$ cat src/rtl/motion_stroke_detector_defines.svh
// Assertion macros for the motion stroke detector.
// Used by the top level only; relies on clk and rst in the calling scope.
`ifndef MOTION_STROKE_DETECTOR_DEFINES_SVH
`define MOTION_STROKE_DETECTOR_DEFINES_SVH
`ifndef SYNTHESIS
`define MSD_ASSERT_IMPLIES(label, ante, cons) \
  label: assert property (@(posedge clk) disable iff (rst) (ante) |-> (cons)) \
    else $error("msd: same-cycle check failed");
`define MSD_ASSERT_NEXT(label, ante, cons) \
  label: assert property (@(posedge clk) disable iff (rst) (ante) |=> (cons)) \
    else $error("msd: next-cycle check failed");
`else
`define MSD_ASSERT_IMPLIES(label, ante, cons)
`define MSD_ASSERT_NEXT(label, ante, cons)
`endif
`endif

$ cat src/rtl/msd_pkg.sv
// Shared types and constants of the motion stroke detector.
// No dependencies; imported by msd_alu, msd_core and the top level.
package msd_pkg;

  localparam int SAMPLE_BITS  = 16;
  localparam int SLOPE_BITS   = SAMPLE_BITS + 1;
  localparam int THR_BITS     = 17;
  localparam int NOTE_BITS    = 17;
  localparam int SUM_BITS     = 32;
  localparam int AVG_BITS     = SUM_BITS + 1;
  localparam int ALU_BITS     = SUM_BITS + 2;
  localparam int COUNT_BITS   = 9;
  localparam int MAXS_BITS    = 8;
  localparam int WARM_BITS    = 4;
  localparam int CFG_IDX_BITS = 3;
  localparam int DIV_STEPS    = SUM_BITS;
  localparam int DIV_CNT_BITS = $clog2(DIV_STEPS);

  localparam int MIN_SAMPLES  = 3;
  localparam int WARMUP_COUNT = 3;
  localparam int NOTE_MAX     = 65535;

  localparam logic [COUNT_BITS-1:0]   RESTART_COUNT = COUNT_BITS'(2);
  localparam logic [DIV_CNT_BITS-1:0] DIV_LAST      = DIV_CNT_BITS'(DIV_STEPS - 1);
  localparam logic signed [NOTE_BITS-1:0] NOTE_HI   = NOTE_BITS'(NOTE_MAX);
  localparam logic signed [NOTE_BITS-1:0] NOTE_LO   = -NOTE_HI;

  // register reset values
  localparam logic signed [THR_BITS-1:0] RISE_ADJ_RST  = THR_BITS'(200);
  localparam logic signed [THR_BITS-1:0] RISE_SPAN_RST = THR_BITS'(300);
  localparam logic signed [THR_BITS-1:0] FALL_ADJ_RST  = -THR_BITS'(200);
  localparam logic signed [THR_BITS-1:0] FALL_SPAN_RST = -THR_BITS'(300);
  localparam logic signed [THR_BITS-1:0] MIN_AVG_RST   = THR_BITS'(100);
  localparam logic [MAXS_BITS-1:0]       MAX_SAMP_RST  = MAXS_BITS'(40);

  typedef enum logic [CFG_IDX_BITS-1:0] {
    REG_RISE_OLD  = 3'd0,
    REG_RISE_NEW  = 3'd1,
    REG_RISE_SPAN = 3'd2,
    REG_FALL_OLD  = 3'd3,
    REG_FALL_NEW  = 3'd4,
    REG_FALL_SPAN = 3'd5,
    REG_MIN_AVG   = 3'd6,
    REG_MAX_SAMP  = 3'd7
  } cfg_reg_t;

  typedef struct packed {
    logic signed [THR_BITS-1:0] rise_old;
    logic signed [THR_BITS-1:0] rise_new;
    logic signed [THR_BITS-1:0] rise_span;
    logic signed [THR_BITS-1:0] fall_old;
    logic signed [THR_BITS-1:0] fall_new;
    logic signed [THR_BITS-1:0] fall_span;
    logic signed [THR_BITS-1:0] min_average;
    logic [MAXS_BITS-1:0]       max_samples;
  } msd_cfg_t;

  typedef struct packed {
    logic idle;
    logic done;
  } msd_status_t;

  typedef struct packed {
    logic signed [NOTE_BITS-1:0] note_value;
    logic                        note_valid;
    logic                        rising_now;
    logic                        falling_now;
  } msd_result_t;

endpackage

$ cat src/rtl/msd_alu.sv
// Shared add/subtract unit of the stroke detector datapath.
// Depends on msd_pkg for the operand width.
module msd_alu import msd_pkg::*; (
  input  logic signed [ALU_BITS-1:0] a,
  input  logic signed [ALU_BITS-1:0] b,
  input  logic                       sub,
  output logic signed [ALU_BITS-1:0] r
);

  logic [ALU_BITS-1:0] b_eff;

  assign b_eff = sub ? ~b : b;
  assign r     = a + b_eff + ALU_BITS'(sub);

endmodule

$ cat src/rtl/msd_core.sv
// Sequencer and state of the stroke detector: window, slopes, run sum, divide.
// Depends on msd_pkg and msd_alu; slope, threshold, sum, divide and clamp steps use the one ALU.
module msd_core import msd_pkg::*; (
  input  logic                          clk,
  input  logic                          rst,
  input  logic                          start,
  input  logic                          take,
  input  logic signed [SAMPLE_BITS-1:0] sample,
  input  msd_cfg_t                      cfg,
  output msd_status_t                   status,
  output msd_result_t                   result
);

  typedef enum logic [21:0] {
    ST_IDLE       = 22'h000001,
    ST_SLOPE_A    = 22'h000002,
    ST_SLOPE_B    = 22'h000004,
    ST_SLOPE_C    = 22'h000008,
    ST_TEST_A     = 22'h000010,
    ST_TEST_B     = 22'h000020,
    ST_TEST_C     = 22'h000040,
    ST_VALLEY_A   = 22'h000080,
    ST_VALLEY_B   = 22'h000100,
    ST_ADD_NEW    = 22'h000200,
    ST_ADD_MID    = 22'h000400,
    ST_SUB_BASE_A = 22'h000800,
    ST_SUB_BASE_B = 22'h001000,
    ST_CHECK      = 22'h002000,
    ST_ABS        = 22'h004000,
    ST_DIV        = 22'h008000,
    ST_SIGN       = 22'h010000,
    ST_AVG_CHK    = 22'h020000,
    ST_SAT_HI     = 22'h040000,
    ST_SAT_LO     = 22'h080000,
    ST_WRAP       = 22'h100000,
    ST_DONE       = 22'h200000
  } state_t;

  state_t state;

  logic signed [SAMPLE_BITS-1:0] oldest, middle, newest, base_level;
  logic signed [SLOPE_BITS-1:0]  slope_a, slope_b, slope_c;
  logic [WARM_BITS-1:0]          warmup_count;
  logic                          rising, falling;
  logic signed [SUM_BITS-1:0]    running_sum;
  logic [COUNT_BITS-1:0]         sample_count;

  logic                          hit, valley, new_run, sum_neg, note_ok;
  logic [SUM_BITS-1:0]           quot;
  logic [COUNT_BITS-1:0]         rem;
  logic [DIV_CNT_BITS-1:0]       div_cnt;
  logic signed [AVG_BITS-1:0]    avg;
  logic signed [NOTE_BITS-1:0]   note;

  logic signed [ALU_BITS-1:0]    alu_a, alu_b, alu_r;
  logic                          alu_sub, alu_neg, hit_all, window_ready, eligible, abort;
  logic [COUNT_BITS:0]           trial;

  msd_alu u_alu (
    .a   (alu_a),
    .b   (alu_b),
    .sub (alu_sub),
    .r   (alu_r)
  );

  assign alu_neg      = alu_r[ALU_BITS-1];
  assign hit_all      = hit | alu_neg;
  assign window_ready = (warmup_count >= WARM_BITS'(WARMUP_COUNT));
  assign trial        = {rem, quot[SUM_BITS-1]};
  assign eligible     = falling && (sample_count >= COUNT_BITS'(MIN_SAMPLES)) &&
                        (sample_count <= COUNT_BITS'(cfg.max_samples));
  assign abort        = falling || (rising && (sample_count > COUNT_BITS'(cfg.max_samples)));

  // operand selection for the shared unit
  always_comb begin
    alu_a   = '0;
    alu_b   = '0;
    alu_sub = 1'b1;
    case (state)
      ST_SLOPE_A: begin
        alu_a = ALU_BITS'(middle);
        alu_b = ALU_BITS'(oldest);
      end
      ST_SLOPE_B: begin
        alu_a = ALU_BITS'(newest);
        alu_b = ALU_BITS'(middle);
      end
      ST_SLOPE_C: begin
        alu_a = ALU_BITS'(newest);
        alu_b = ALU_BITS'(oldest);
      end
      // rising: slope < fall threshold; idle: slope > rise threshold
      ST_TEST_A: begin
        if (rising) begin
          alu_a = ALU_BITS'(slope_a);
          alu_b = ALU_BITS'(cfg.fall_old);
        end else begin
          alu_a = ALU_BITS'(cfg.rise_old);
          alu_b = ALU_BITS'(slope_a);
        end
      end
      ST_TEST_B: begin
        if (rising) begin
          alu_a = ALU_BITS'(slope_b);
          alu_b = ALU_BITS'(cfg.fall_new);
        end else begin
          alu_a = ALU_BITS'(cfg.rise_new);
          alu_b = ALU_BITS'(slope_b);
        end
      end
      ST_TEST_C: begin
        if (rising) begin
          alu_a = ALU_BITS'(slope_c);
          alu_b = ALU_BITS'(cfg.fall_span);
        end else begin
          alu_a = ALU_BITS'(cfg.rise_span);
          alu_b = ALU_BITS'(slope_c);
        end
      end
      ST_VALLEY_A: begin
        alu_a = ALU_BITS'(middle);
        alu_b = ALU_BITS'(oldest);
      end
      ST_VALLEY_B: begin
        alu_a = ALU_BITS'(middle);
        alu_b = ALU_BITS'(newest);
      end
      ST_ADD_NEW: begin
        alu_a   = ALU_BITS'(running_sum);
        alu_b   = ALU_BITS'(newest);
        alu_sub = 1'b0;
      end
      ST_ADD_MID: begin
        alu_a   = ALU_BITS'(running_sum);
        alu_b   = ALU_BITS'(middle);
        alu_sub = 1'b0;
      end
      ST_SUB_BASE_A, ST_SUB_BASE_B: begin
        alu_a = ALU_BITS'(running_sum);
        alu_b = ALU_BITS'(base_level);
      end
      ST_ABS: begin
        alu_b = ALU_BITS'(running_sum);
      end
      ST_DIV: begin
        alu_a = ALU_BITS'(trial);
        alu_b = ALU_BITS'(sample_count);
      end
      ST_SIGN: begin
        alu_b = ALU_BITS'(quot);
      end
      ST_AVG_CHK: begin
        alu_a = ALU_BITS'(avg);
        alu_b = ALU_BITS'(cfg.min_average);
      end
      ST_SAT_HI: begin
        alu_a = ALU_BITS'(NOTE_HI);
        alu_b = ALU_BITS'(avg);
      end
      ST_SAT_LO: begin
        alu_a = ALU_BITS'(avg);
        alu_b = ALU_BITS'(NOTE_LO);
      end
      default: begin
        alu_sub = 1'b1;
      end
    endcase
  end

  always_ff @(posedge clk) begin
    if (rst) begin
      state        <= ST_IDLE;
      oldest       <= '0;
      middle       <= '0;
      newest       <= '0;
      slope_a      <= '0;
      slope_b      <= '0;
      slope_c      <= '0;
      warmup_count <= '0;
      rising       <= 1'b0;
      falling      <= 1'b0;
      base_level   <= '0;
      running_sum  <= '0;
      sample_count <= '0;
    end else begin
      case (state)
        ST_IDLE: begin
          if (start) begin
            oldest  <= middle;
            middle  <= newest;
            newest  <= sample;
            if (warmup_count < WARM_BITS'(WARMUP_COUNT)) begin
              warmup_count <= warmup_count + WARM_BITS'(1);
            end
            hit     <= 1'b0;
            falling <= 1'b0;
            note    <= '0;
            note_ok <= 1'b0;
            state   <= ST_SLOPE_A;
          end
        end
        // slopes hold their old values until the window fills
        ST_SLOPE_A: begin
          if (window_ready) slope_a <= alu_r[SLOPE_BITS-1:0];
          state <= ST_SLOPE_B;
        end
        ST_SLOPE_B: begin
          if (window_ready) slope_b <= alu_r[SLOPE_BITS-1:0];
          state <= ST_SLOPE_C;
        end
        ST_SLOPE_C: begin
          if (window_ready) slope_c <= alu_r[SLOPE_BITS-1:0];
          state <= ST_TEST_A;
        end
        ST_TEST_A: begin
          hit   <= hit_all;
          state <= ST_TEST_B;
        end
        ST_TEST_B: begin
          hit   <= hit_all;
          state <= ST_TEST_C;
        end
        ST_TEST_C: begin
          if (rising) begin
            falling <= hit_all;
            new_run <= 1'b0;
            state   <= hit_all ? ST_CHECK : ST_ADD_NEW;
          end else begin
            rising  <= hit_all;
            new_run <= 1'b1;
            if (hit_all) begin
              state <= ST_VALLEY_A;
            end else begin
              running_sum <= '0;
              state       <= ST_CHECK;
            end
          end
        end
        ST_VALLEY_A: begin
          valley <= alu_neg;
          state  <= ST_VALLEY_B;
        end
        ST_VALLEY_B: begin
          // strict valley at the middle sample re-bases the stroke
          if (valley && alu_neg) begin
            base_level <= middle;
            oldest     <= middle;
          end else begin
            base_level <= oldest;
          end
          state <= ST_ADD_NEW;
        end
        ST_ADD_NEW: begin
          running_sum <= alu_r[SUM_BITS-1:0];
          state       <= new_run ? ST_ADD_MID : ST_SUB_BASE_B;
        end
        ST_ADD_MID: begin
          running_sum <= alu_r[SUM_BITS-1:0];
          state       <= ST_SUB_BASE_A;
        end
        ST_SUB_BASE_A: begin
          running_sum <= alu_r[SUM_BITS-1:0];
          state       <= ST_SUB_BASE_B;
        end
        ST_SUB_BASE_B: begin
          running_sum  <= alu_r[SUM_BITS-1:0];
          sample_count <= sample_count + COUNT_BITS'(1);
          state        <= ST_CHECK;
        end
        ST_CHECK: begin
          state <= eligible ? ST_ABS : ST_WRAP;
        end
        ST_ABS: begin
          sum_neg <= running_sum[SUM_BITS-1];
          quot    <= running_sum[SUM_BITS-1] ? alu_r[SUM_BITS-1:0] : running_sum;
          rem     <= '0;
          div_cnt <= '0;
          state   <= ST_DIV;
        end
        // restoring divide of |sum| by the count, one quotient bit per cycle
        ST_DIV: begin
          rem     <= alu_neg ? trial[COUNT_BITS-1:0] : alu_r[COUNT_BITS-1:0];
          quot    <= {quot[SUM_BITS-2:0], ~alu_neg};
          div_cnt <= div_cnt + DIV_CNT_BITS'(1);
          if (div_cnt == DIV_LAST) state <= ST_SIGN;
        end
        ST_SIGN: begin
          avg   <= sum_neg ? alu_r[AVG_BITS-1:0] : {1'b0, quot};
          state <= ST_AVG_CHK;
        end
        ST_AVG_CHK: begin
          state <= alu_neg ? ST_WRAP : ST_SAT_HI;
        end
        ST_SAT_HI: begin
          if (alu_neg) begin
            note    <= NOTE_HI;
            note_ok <= 1'b1;
            state   <= ST_WRAP;
          end else begin
            state <= ST_SAT_LO;
          end
        end
        ST_SAT_LO: begin
          note    <= alu_neg ? NOTE_LO : avg[NOTE_BITS-1:0];
          note_ok <= 1'b1;
          state   <= ST_WRAP;
        end
        ST_WRAP: begin
          // falling keeps this step's value for the result
          if (abort) begin
            rising       <= 1'b0;
            running_sum  <= '0;
            base_level   <= '0;
            sample_count <= RESTART_COUNT;
          end
          state <= ST_DONE;
        end
        ST_DONE: begin
          if (take) state <= ST_IDLE;
        end
        default: begin
          state <= ST_IDLE;
        end
      endcase
    end
  end

  assign status.idle         = (state == ST_IDLE);
  assign status.done         = (state == ST_DONE);
  assign result.note_value   = note;
  assign result.note_valid   = note_ok;
  assign result.rising_now   = rising;
  assign result.falling_now  = falling;

endmodule

$ cat src/rtl/motion_stroke_detector.sv
// Top level of the motion stroke detector: register file, core, result register.
// Depends on msd_pkg, msd_core (with msd_alu) and motion_stroke_detector_defines.svh.
//
// channel  | handshake                 | payload
// ---------+---------------------------+--------------------------------------------
// sample   | sample_valid/sample_ready | sample
// result   | result_valid/result_ready | note_value, note_valid, rising_now, falling_now
// cfg      | cfg_valid/cfg_ready       | cfg_index, cfg_data
//
// Each sample is processed from its transfer through to its result before the next sample
// can transfer; the longest path is a completed stroke, set by the 32-step serial divide on
// the shared ALU. sample_ready is high only while the core is idle. A finished result
// moves into the output register as soon as that register is free, so a stalled result
// channel holds the core only after the next sample. Synchronous reset restores register
// defaults and clears the sequencer, window, slope, run and count state and result_valid.
`include "motion_stroke_detector_defines.svh"

module motion_stroke_detector import msd_pkg::*; (
  input  logic                           clk,
  input  logic                           rst,
  input  logic                           sample_valid,
  output logic                           sample_ready,
  input  logic signed [SAMPLE_BITS-1:0]  sample,
  output logic                           result_valid,
  input  logic                           result_ready,
  output logic signed [NOTE_BITS-1:0]    note_value,
  output logic                           note_valid,
  output logic                           rising_now,
  output logic                           falling_now,
  input  logic                           cfg_valid,
  output logic                           cfg_ready,
  input  logic [CFG_IDX_BITS-1:0]        cfg_index,
  input  logic [THR_BITS-1:0]            cfg_data
);

  msd_cfg_t    cfg;
  msd_status_t status;
  msd_result_t result;
  logic        take;

  assign cfg_ready    = 1'b1;
  assign sample_ready = status.idle;
  assign take         = status.done && (!result_valid || result_ready);

  always_ff @(posedge clk) begin
    if (rst) begin
      cfg.rise_old    <= RISE_ADJ_RST;
      cfg.rise_new    <= RISE_ADJ_RST;
      cfg.rise_span   <= RISE_SPAN_RST;
      cfg.fall_old    <= FALL_ADJ_RST;
      cfg.fall_new    <= FALL_ADJ_RST;
      cfg.fall_span   <= FALL_SPAN_RST;
      cfg.min_average <= MIN_AVG_RST;
      cfg.max_samples <= MAX_SAMP_RST;
    end else if (cfg_valid && cfg_ready) begin
      case (cfg_reg_t'(cfg_index))
        REG_RISE_OLD:  cfg.rise_old    <= cfg_data;
        REG_RISE_NEW:  cfg.rise_new    <= cfg_data;
        REG_RISE_SPAN: cfg.rise_span   <= cfg_data;
        REG_FALL_OLD:  cfg.fall_old    <= cfg_data;
        REG_FALL_NEW:  cfg.fall_new    <= cfg_data;
        REG_FALL_SPAN: cfg.fall_span   <= cfg_data;
        REG_MIN_AVG:   cfg.min_average <= cfg_data;
        REG_MAX_SAMP:  cfg.max_samples <= cfg_data[MAXS_BITS-1:0];
        default: begin
          cfg.max_samples <= cfg.max_samples;
        end
      endcase
    end
  end

  msd_core u_core (
    .clk    (clk),
    .rst    (rst),
    .start  (sample_valid && sample_ready),
    .take   (take),
    .sample (sample),
    .cfg    (cfg),
    .status (status),
    .result (result)
  );

  always_ff @(posedge clk) begin
    if (rst) begin
      result_valid <= 1'b0;
    end else if (take) begin
      result_valid <= 1'b1;
    end else if (result_ready) begin
      result_valid <= 1'b0;
    end
  end

  always_ff @(posedge clk) begin
    if (take) begin
      note_value  <= result.note_value;
      note_valid  <= result.note_valid;
      rising_now  <= result.rising_now;
      falling_now <= result.falling_now;
    end
  end

  `MSD_ASSERT_NEXT(a_busy_after_transfer, sample_valid && sample_ready, !sample_ready)
  `MSD_ASSERT_IMPLIES(a_note_needs_fall, result_valid && note_valid, falling_now && !rising_now)
  `MSD_ASSERT_IMPLIES(a_no_note_is_zero, result_valid && !note_valid, note_value == '0)
  `MSD_ASSERT_IMPLIES(a_note_in_range, result_valid && note_valid, note_value >= NOTE_LO)

endmodule
$ cat config.mk
export PLATFORM = sky130hd
export DESIGN_NAME = motion_stroke_detector
export DESIGN_NICKNAME = d
export VERILOG_FILES = /design/src/rtl/msd_pkg.sv /design/src/rtl/msd_alu.sv /design/src/rtl/msd_core.sv /design/src/rtl/motion_stroke_detector.sv
export VERILOG_INCLUDE_DIRS = /design/src /design/src/rtl
export SDC_FILE = /design/constraint.sdc
export NUM_CORES = 1
export LEC_CHECK = 0
export BUFFER_PORTS_ARGS = -buffer_cell sky130_fd_sc_hd__buf_4
export CELL_PAD_IN_SITES_DETAIL_PLACEMENT = 1
export CELL_PAD_IN_SITES_GLOBAL_PLACEMENT = 2
export CORE_MARGIN = 1
export CORE_UTILIZATION = 36
export DETAILED_ROUTE_END_ITERATION = 8
export GPL_TIMING_DRIVEN = 0
export PLACE_DENSITY = 0.77
export SLEW_MARGIN = 20
export SYNTH_ARGS = -nofsm -noshare
export SYNTH_HDL_FRONTEND = slang
export SYNTH_SLANG_ARGS = --single-unit
export TNS_END_PERCENT = 10
$ cat constraint.sdc
create_clock -name clk -period 7.14 [get_ports clk]
set_input_delay 0.714 -clock clk [delete_from_list [all_inputs] [get_ports clk]]
set_output_delay 0.714 -clock clk [all_outputs]
set_load 0.1 [all_outputs]
==> results.yml <==
outcome:
  status: "finished, final reports clean"
global_route:
  grt_pass1_vias: 21440
  overflow: 0
  antenna_found_initial: 6
  grt_pass1_wl_um: 148000
  grt_usage_pct: 32.4
  grt_start_max_net_pins: 22
cts:
  clock_tree.htree_level_count: 2
  tritoncts: "built"
  numCtsBuffers: 52
  clk_pin_slew_ns: 0.07
  clk_latency_ns: 0.64
  cts_root_buf: "clkbuf_16"
  cts_buffer_depth: 3
  clkSinkCount: 433
final_layout:
  register_area_sq_um: 9880
  fin_nets: 2665
  fill_cells: 6874
  multi_input_area_sq_um: 11800
  drive_gt1_share_pct: 13.4
  final_util_pct: 43.0
  syn_to_final_growth_pct: 17.5
worst_setup_path:
  required_ns: 7.59
  crit_type: "reg2reg"
  arrival_ns: 7.39
  r2r-end: "u_core.quot[30]$_DFFE_PP_"
  setup.worst_path.end_class: "flip-flop"
  worstPathMaxFanout: 10
  critPathLaunchType: "flip-flop"
  cp_slowest_cell: "nor2_2"
  r2r_start: "u_core.state[8]$_SDFFE_PP0P_"
  critPathMaxStageDelay_ns: 0.62
  r2r_cells: 25
  r2r_slack_ns: 0.21
die:
  floorplan.initialDensity_pct: 36.6
  ios: 64
  fp.dieW_um: 250
  rows: 90
  die_area_sq_um: 62700
  die_h_um: 250
  core_area_sq_um: 60700
synth:
  yosys.area.top_type: "dfxtp_1"
  ys_warn_count: 0
  yosysTopAreaCellShare_pct: 28.1
  syn-cell-area_sq_um: 22200
  avgSynthCellArea_sq_um: 9.08
  async_reset_ff_share_pct: 0
  synth_area_leaders: "dfxtp_1, edfxtp_1, nand2_1"
  synth_edf_count: 121
  synth_cell_types: 85
  synth_cells: 2447
  synth_seq_area_share_pct: 44.5
  synth_top_flop_cell: "dfxtp_1"
  syn_nets: 2534
  synth_seq_cells: 433
pwr:
  peakVddDrop_mv: 0.170
  switchingPower_mw: 1.45
  p_per_area_nw_per_um2: 222
  switching_share_pct: 24.9
  p_seq_share_pct: 44.9
  intPower_mw: 4.35
  p_leak_nw: 9.38
  combPwrFrac_pct: 6.8
  pwr-share-clk_pct: 48.4
sta:
  setup_viol: 0
  whs_ns: 0.335
  relSlewSlack_pct: 20.4
  worstMarginPinSlew_ns: 1.19
  final.setup.tns_ns: 0
  min_period_over_period_pct: 97.1
  setup_ws_ns: 0.209
  fin_crit_ns: 6.93
  skew_ns: 0.0334
  fmax_ghz: 0.144
  timing.final.max_slew_violations: 0
  hold_viol: 0
placement:
  pre_cts_ws_ns: -3.27
  routabilityCongestion: 0.958
  dp_hpwl_um: 78500
  port_buffers: 52
route:
  wire_per_inst_um: 30.3
  totalWireLength_um: 103000
  drc: 0
  via_per_inst: 6.24
  drt_iter0_markers: 2305
  dr_total_vias: 21252
  antenna_left: 0
  drt_first_pass_iters: 7
hold_path:
  min_to: "u_core.newest[6]$_SDFFE_PP0P_"
  min_from: "sample[6]"
  hold-path-cell-count: 3
  hold_path_class: "in2reg"
flow_run:
  max-cap-violations: 0
cell usage after synthesis (34+ instances only):
cell and count:
a21o_1 53, a21oi_1 205, a221oi_1 43, a222oi_1 53, a22o_1 35, clkbuf_1 147, dfxtp_1 312, edfxtp_1 121
ha_1 45, mux2_2 58, mux2i_1 112, nand2_1 458, nand3_1 39, nand3b_1 34, nor2_1 154, nor2b_1 49
o21ai_0 83, xnor2_1 40
kinds of logic after synthesis:
| kind of cell | after synthesis | synth area share [%] |
|---|---|---|
| adders and majority gates | 46 | 2.62 |
| xor gates and xnor gates | 54 | 2.13 |
| AOI/OAI and AO/OA | 667 | 21.1 |
| buffers and inverters | 207 | 3.74 |
| and+or+nand+nor | 869 | 17.9 |
| muxes | 170 | 7.99 |
| DFF | 433 | 44.5 |
| other | 1 | 0.0169 |
how the worst max path moves through the flow:
stage	from	end	slack, ns	depth (start not counted)
floorplan	u_core.state[21]$_SDFFE_PP0P_	u_core.note[0]$_DFFE_PP_	0.31	25
global placement	u_core.state[4]$_SDFFE_PP0P_	u_core.note[14]$_DFFE_PP_	-3.72	25
detailed placement	u_core.state[4]$_SDFFE_PP0P_	u_core.note[9]$_DFFE_PP_	-3.27	26
CTS	u_core.state[4]$_SDFFE_PP0P_	u_core.quot[30]$_DFFE_PP_	0.004	20
global route	u_core.state[8]$_SDFFE_PP0P_	u_core.quot[30]$_DFFE_PP_	-0.02	25
finish	u_core.state[8]$_SDFFE_PP0P_	u_core.quot[30]$_DFFE_PP_	0.21	25
worst max-delay path: cells and delay by family (launching register included):
family                     cells  cell delay [ns]
DFF                            1             0.29
muxes                          1             0.13
and+or+nand+nor                9             2.19
adders and majority gates      1             0.43
AOI/OAI and AO/OA              9             2.42
buffers and inverters          4             0.99
xor gates and xnor gates       1             0.29
area by class of cell:
| cell class | count | area share (%) |
|---|---|---|
| Antenna cell | 2 | 0.0192 |
| Buffer | 168 | 2.95 |
| Clock buffer | 79 | 5.77 |
| Clock inverter | 18 | 1.06 |
| Inverter | 28 | 0.403 |
| Multi-Input combinational cell | 1807 | 45.3 |
| Sequential cell | 433 | 37.9 |
| Tap cell | 782 | 3.75 |
| Timing Repair Buffer | 88 | 2.88 |
power groups by stage:
stage	Combinational, mW	Clock, mW	Sequential [mW]
2_1_floorplan	0.217	0	2.63
3_3_place_gp	0.349	0	2.65
3_5_place_dp	0.361	0	2.65
4_1_cts	0.373	2.83	2.60
5_1_grt	0.410	2.92	2.60
6_report	0.391	2.80	2.60
what timing repair did:
action	4_1_cts	5_1_grt
hold buffers	0	0
pin swaps	9	8
endpoints found under the setup margin	193	61
buffers inserted	17	12
gates resized for setup	78	46
cloned	0	0
routing by layer:
layer | vias to the layer above | wire length (um) | part of all wire [%] | track usage, %
met5 | - | 41 | 0.040 | 0
met4 | 6 | 4890 | 4.7 | 15.4
met3 | 230 | 7250 | 7.0 | 4.80
met2 | 886 | 46500 | 45 | 51.2
met1 | 10866 | 44400 | 43 | 43.4
li1 | 9264 | - | - | -
flip-flops by register name, indices dropped and copies added, names as in the netlist, 22 cells and up:
register and flops:
cfg 127, u_core.avg 33, u_core.quot 32, u_core.running_sum 32, u_core.state 22
placed cells by master (no fill, tap or decap), types with 26 or more instances in the layout:
cell,n
clkbuf_1,130
mux2_2,58
nand2_1,450
xnor2_1,39
nand3_1,38
a22o_1,35
nor2_1,146
nand3b_1,34
edfxtp_1,121
nor2b_1,46
mux2i_1,112
a22oi_1,27
buf_4,84
a211o_1,28
a211oi_1,26
clkbuf_16,54
o21ai_0,81
ha_1,45
a21o_1,53
inv_1,27
a222oi_1,53
a221oi_1,43
a21oi_1,205
dfxtp_1,308
stage by stage:
| stage | std cells | area [sq um] | power (mW) |
|---|---|---|---|
| 3_3_place_gp | 3281 | 23600 | 3.00 |
| 6_report | 3405 | 26100 | 5.80 |
| 4_1_cts | 3394 | 25900 | 5.80 |
| 5_1_grt | 3404 | 26100 | 5.93 |
| 2_1_floorplan | 2447 | 22200 | 2.84 |
| 3_5_place_dp | 3288 | 23800 | 3.01 |
Power figures use the tool's default switching activity.
